**src/rtl/core/altl_ram.sv**
```systemverilog
// Generic single-write, single-read RAM with registered read data.
module altl_ram #(
  parameter int unsigned WIDTH = 8,
  parameter int unsigned DEPTH = 16
) (
  input  logic                     clk_i,
  input  logic                     we_i,
  input  logic [$clog2(DEPTH)-1:0] waddr_i,
  input  logic [WIDTH-1:0]         wdata_i,
  input  logic [$clog2(DEPTH)-1:0] raddr_i,
  output logic [WIDTH-1:0]         rdata_o
);

  logic [WIDTH-1:0] mem_q [DEPTH];
  logic [WIDTH-1:0] rdata_q;

  always_ff @(posedge clk_i) begin
    if (we_i) begin
      mem_q[waddr_i] <= wdata_i;
    end
    rdata_q <= mem_q[raddr_i];
  end

  assign rdata_o = rdata_q;

endmodule

```
**config.mk**
```make
export PLATFORM = sky130hd
export DESIGN_NAME = altl_ram
export DESIGN_NICKNAME = d
export VERILOG_FILES = /design/src/rtl/core/altl_ram.sv
export SDC_FILE = /design/constraint.sdc
export NUM_CORES = 1
export LEC_CHECK = 0
export BUFFER_PORTS_ARGS = -buffer_cell sky130_fd_sc_hd__buf_2
export CAP_MARGIN = 20
export CORE_MARGIN = 2
export CORE_UTILIZATION = 30
export CTS_CLUSTER_DIAMETER = 60
export DETAILED_ROUTE_END_ITERATION = 8
export HOLD_SLACK_MARGIN = 0.1
export PLACE_DENSITY = 0.54
export SLEW_MARGIN = 15
export SYNTH_ARGS = -nofsm -noshare
export SYNTH_HDL_FRONTEND = slang
export SYNTH_SLANG_ARGS = --single-unit
```
**constraint.sdc**
```tcl
create_clock -name clk_i -period 1.4 [get_ports clk_i]
set_input_delay 0 -clock clk_i [delete_from_list [all_inputs] [get_ports clk_i]]
set_output_delay 0 -clock clk_i [all_outputs]
set_load 0.01 [all_outputs]
```
==> results.toml <==
[routing]
route.met2.wl_mm = 4.801
drtPass1Iterations = 4
vias_per_cell = 4.625
routedWlPerCell_um = 19.20
num_vias = 2442
drc = 0
top_layer = "met4"
drtAntennaViolNets = 0
dr_wl_met3_um = 435
drt-met1-wl_mm = 4.807
routed_wl_mm = 10.14
drt_iter0_drc = 112

[run_status]
run_status = "finished, final reports clean"

[cts]
cts_buffers = 17
path_clk_slew_ns = 0.05
htreeDepth = 4
clock-sinks = 136
clk_path_buf_depth = 2
clk_latency_ns = 0.41
cts_tree = "done"
cts_root_buffer = "clkbuf_16"

[yosys]
ys_warn_count = 0
syn_area_per_cell_um2 = 22.48
synth_cells = 229
synth.largest_area_cell = "edfxtp_1"
synth_edf_count = 128
async_reset_ff_share_pct = 0
syn-num-nets = 247
yosysSeqAreaShare_pct = 77.78
ys_ff_latch = 136
ys_top_cells_by_area = "edfxtp_1, mux4_2, mux4_1"
synth_top_flop_cell = "edfxtp_1"
yosysTopAreaCellShare_pct = 74.67
synth_area_um2 = 5147
ys_types = 19

[global_route]
grt_max_degree = 20
antenna_found_initial = 0
grt_use_total_pct = 12.03
grt_pass1_wl_mm = 15.19
grt_pass1_vias = 2598
grt-ovfl-total = 0

[floorplan]
core_um2 = 16700
rows = 47
die_width_um = 135.0
dieHeight_um = 135.0
dieArea_um2 = 18220
io_pins = 26
initial_core_util_pct = 30.82

[worst_setup_path]
worstSetupPathType = "flop to flop"
cp.arrival_ns = 1.64
startpoint = "mem_q[1][3]"
cp-start-kind = "flop"
required_ns = 1.70
crit_path_max_fanout = 1
endpoint_kind = "flop"
reg2reg_from = "mem_q[1][3]"

[timing]
achievable-frequency_ghz = 0.7434
setup_violations = 0
hold_viol = 0
tightest_slew_ns = 0.7902
rsz0062_at_grt = "no"
relSlewSlack_pct = 47.21
drv_slew = 0
fin_crit_sh_pct = 96.09
min_period_ns = 1.345
skew_ns = 0.004518
fin_tns_setup_ns = 0

[pwr]
p_per_area_nw_per_um2 = 1428
vdd_drop_max_v = 0.0008727
p_leak_nw = 2.139

[cells_and_area]
postLayoutCoreUtil_pct = 37.89
layout.nets = 313
n_fill_cell = 1547
diodes = 0
drive_above_1_share_pct = 31.82
area_growth_pct = 22.95

[min_path]
min_path_type = "primary input to flop"
hp-start = "waddr_i[0]"

[place]
globalplace.congestion = 0.7060
port_buffers = 25
hpwl_mm = 6.788

[run]
max_cap_viol_count = 0
-- worst max-delay path, cell delays in order, from the launching register on --
cell and delay [ns]:
edfxtp_1 0.36, mux4_1 0.53, a22oi_2 0.26, nand2_1 0.08
-- synthesized netlist by cell type (2+ instances only) --
cell	number
a22oi_1	16
buf_2	3
buf_6	3
clkdlybuf4s25_2	3
dfxtp_1	8
edfxtp_1	128
mux4_1	14
mux4_2	18
nand2_1	9
nand2b_1	2
nand3b_1	2
nor2_1	13
nor3_1	4
-- layer usage --
layer | vias to the layer above | global-route usage, %
li1 | 1104 | -
met1 | 1267 | 15.68
met2 | 60 | 18.56
met3 | 11 | 4.429
met4 | 0 | 4.340
met5 | - | 0
-- power breakdown --
part	internal (mW)	switching (mW)
combinational	0.212	0.256
clock	2.54	1.45
sequential	4.56	0.0270
-- flip-flops by register name (all words and copies together), names as in the netlist --
register	cells
rdata_o	8
mem_q	128
-- placed cells by master, fill, tap and decap left out, drive strengths merged --
master | netlist | layout
clkinv | 0 | 2
or3b | 1 | 1
dfxtp | 8 | 8
nand3 | 1 | 1
nand2 | 9 | 9
nor3 | 4 | 4
a22oi | 16 | 16
buf | 7 | 49
clkbuf | 0 | 30
and2 | 1 | 1
edfxtp | 128 | 128
mux4 | 32 | 32
nand2b | 2 | 2
dlygate4sd3 | 0 | 8
and2b | 1 | 1
nand3b | 2 | 2
nor2 | 13 | 13
nor2b | 1 | 1
-- cell type report --
class | count | area [um2] | area share [%]
clock buffers | 30 | 534.3 | 8.442
multi-input cells | 83 | 1082 | 17.10
repair buffers | 57 | 422.9 | 6.682
clock inverters | 2 | 10.01 | 0.1582
well taps | 220 | 275.3 | 4.350
flip-flops and latches | 136 | 4004 | 63.27
-- final timing paths --
| check | endpoint | slack (ns) | depth (start not counted) |
|---|---|---|---|
| hold / removal | mem_q[4][3] | 0.16 | 3 |
| hold reg to reg | rdata_o[5] | 0.67 | 3 |
| setup reg to reg | rdata_o[3] | 0.05 | 3 |
| setup / recovery | rdata_o[3] | 0.05 | 3 |
-- timing repair --
item,4_1_cts,5_1_grt
buffers inserted,0,0
hold buffers,8,0
hold endpoints to repair,128,0
endpoints found under the setup margin,0,4
resized for setup,0,4
-- metrics by stage --
step / cell area [um2] / hold slack [ns] / setup WS [ns] / total power [mW] / cells
after floorplan: 5152 / 0.09887 / 0.1339 / 4.900 / 229
after CTS: 6309 / 0.1350 / 0.004998 / 9.136 / 528
after global routing: 6329 / 0.1493 / 0.01121 / 9.372 / 528
after global placement: 5684 / 0.3947 / -0.08215 / 5.105 / 488
after detailed placement: 5684 / 0.4048 / -0.07847 / 5.119 / 488
final: 6329 / 0.1603 / 0.05476 / 9.038 / 528
-- kinds of logic after synthesis --
kind of cell / synth area share, %
buffers and inverters: 1.677
flip-flops: 77.78
AO/OA/AOI/OAI: 2.334
multiplexers: 15.02
AND/OR/NAND/NOR: 3.184
(Power assumes the default switching activity.)
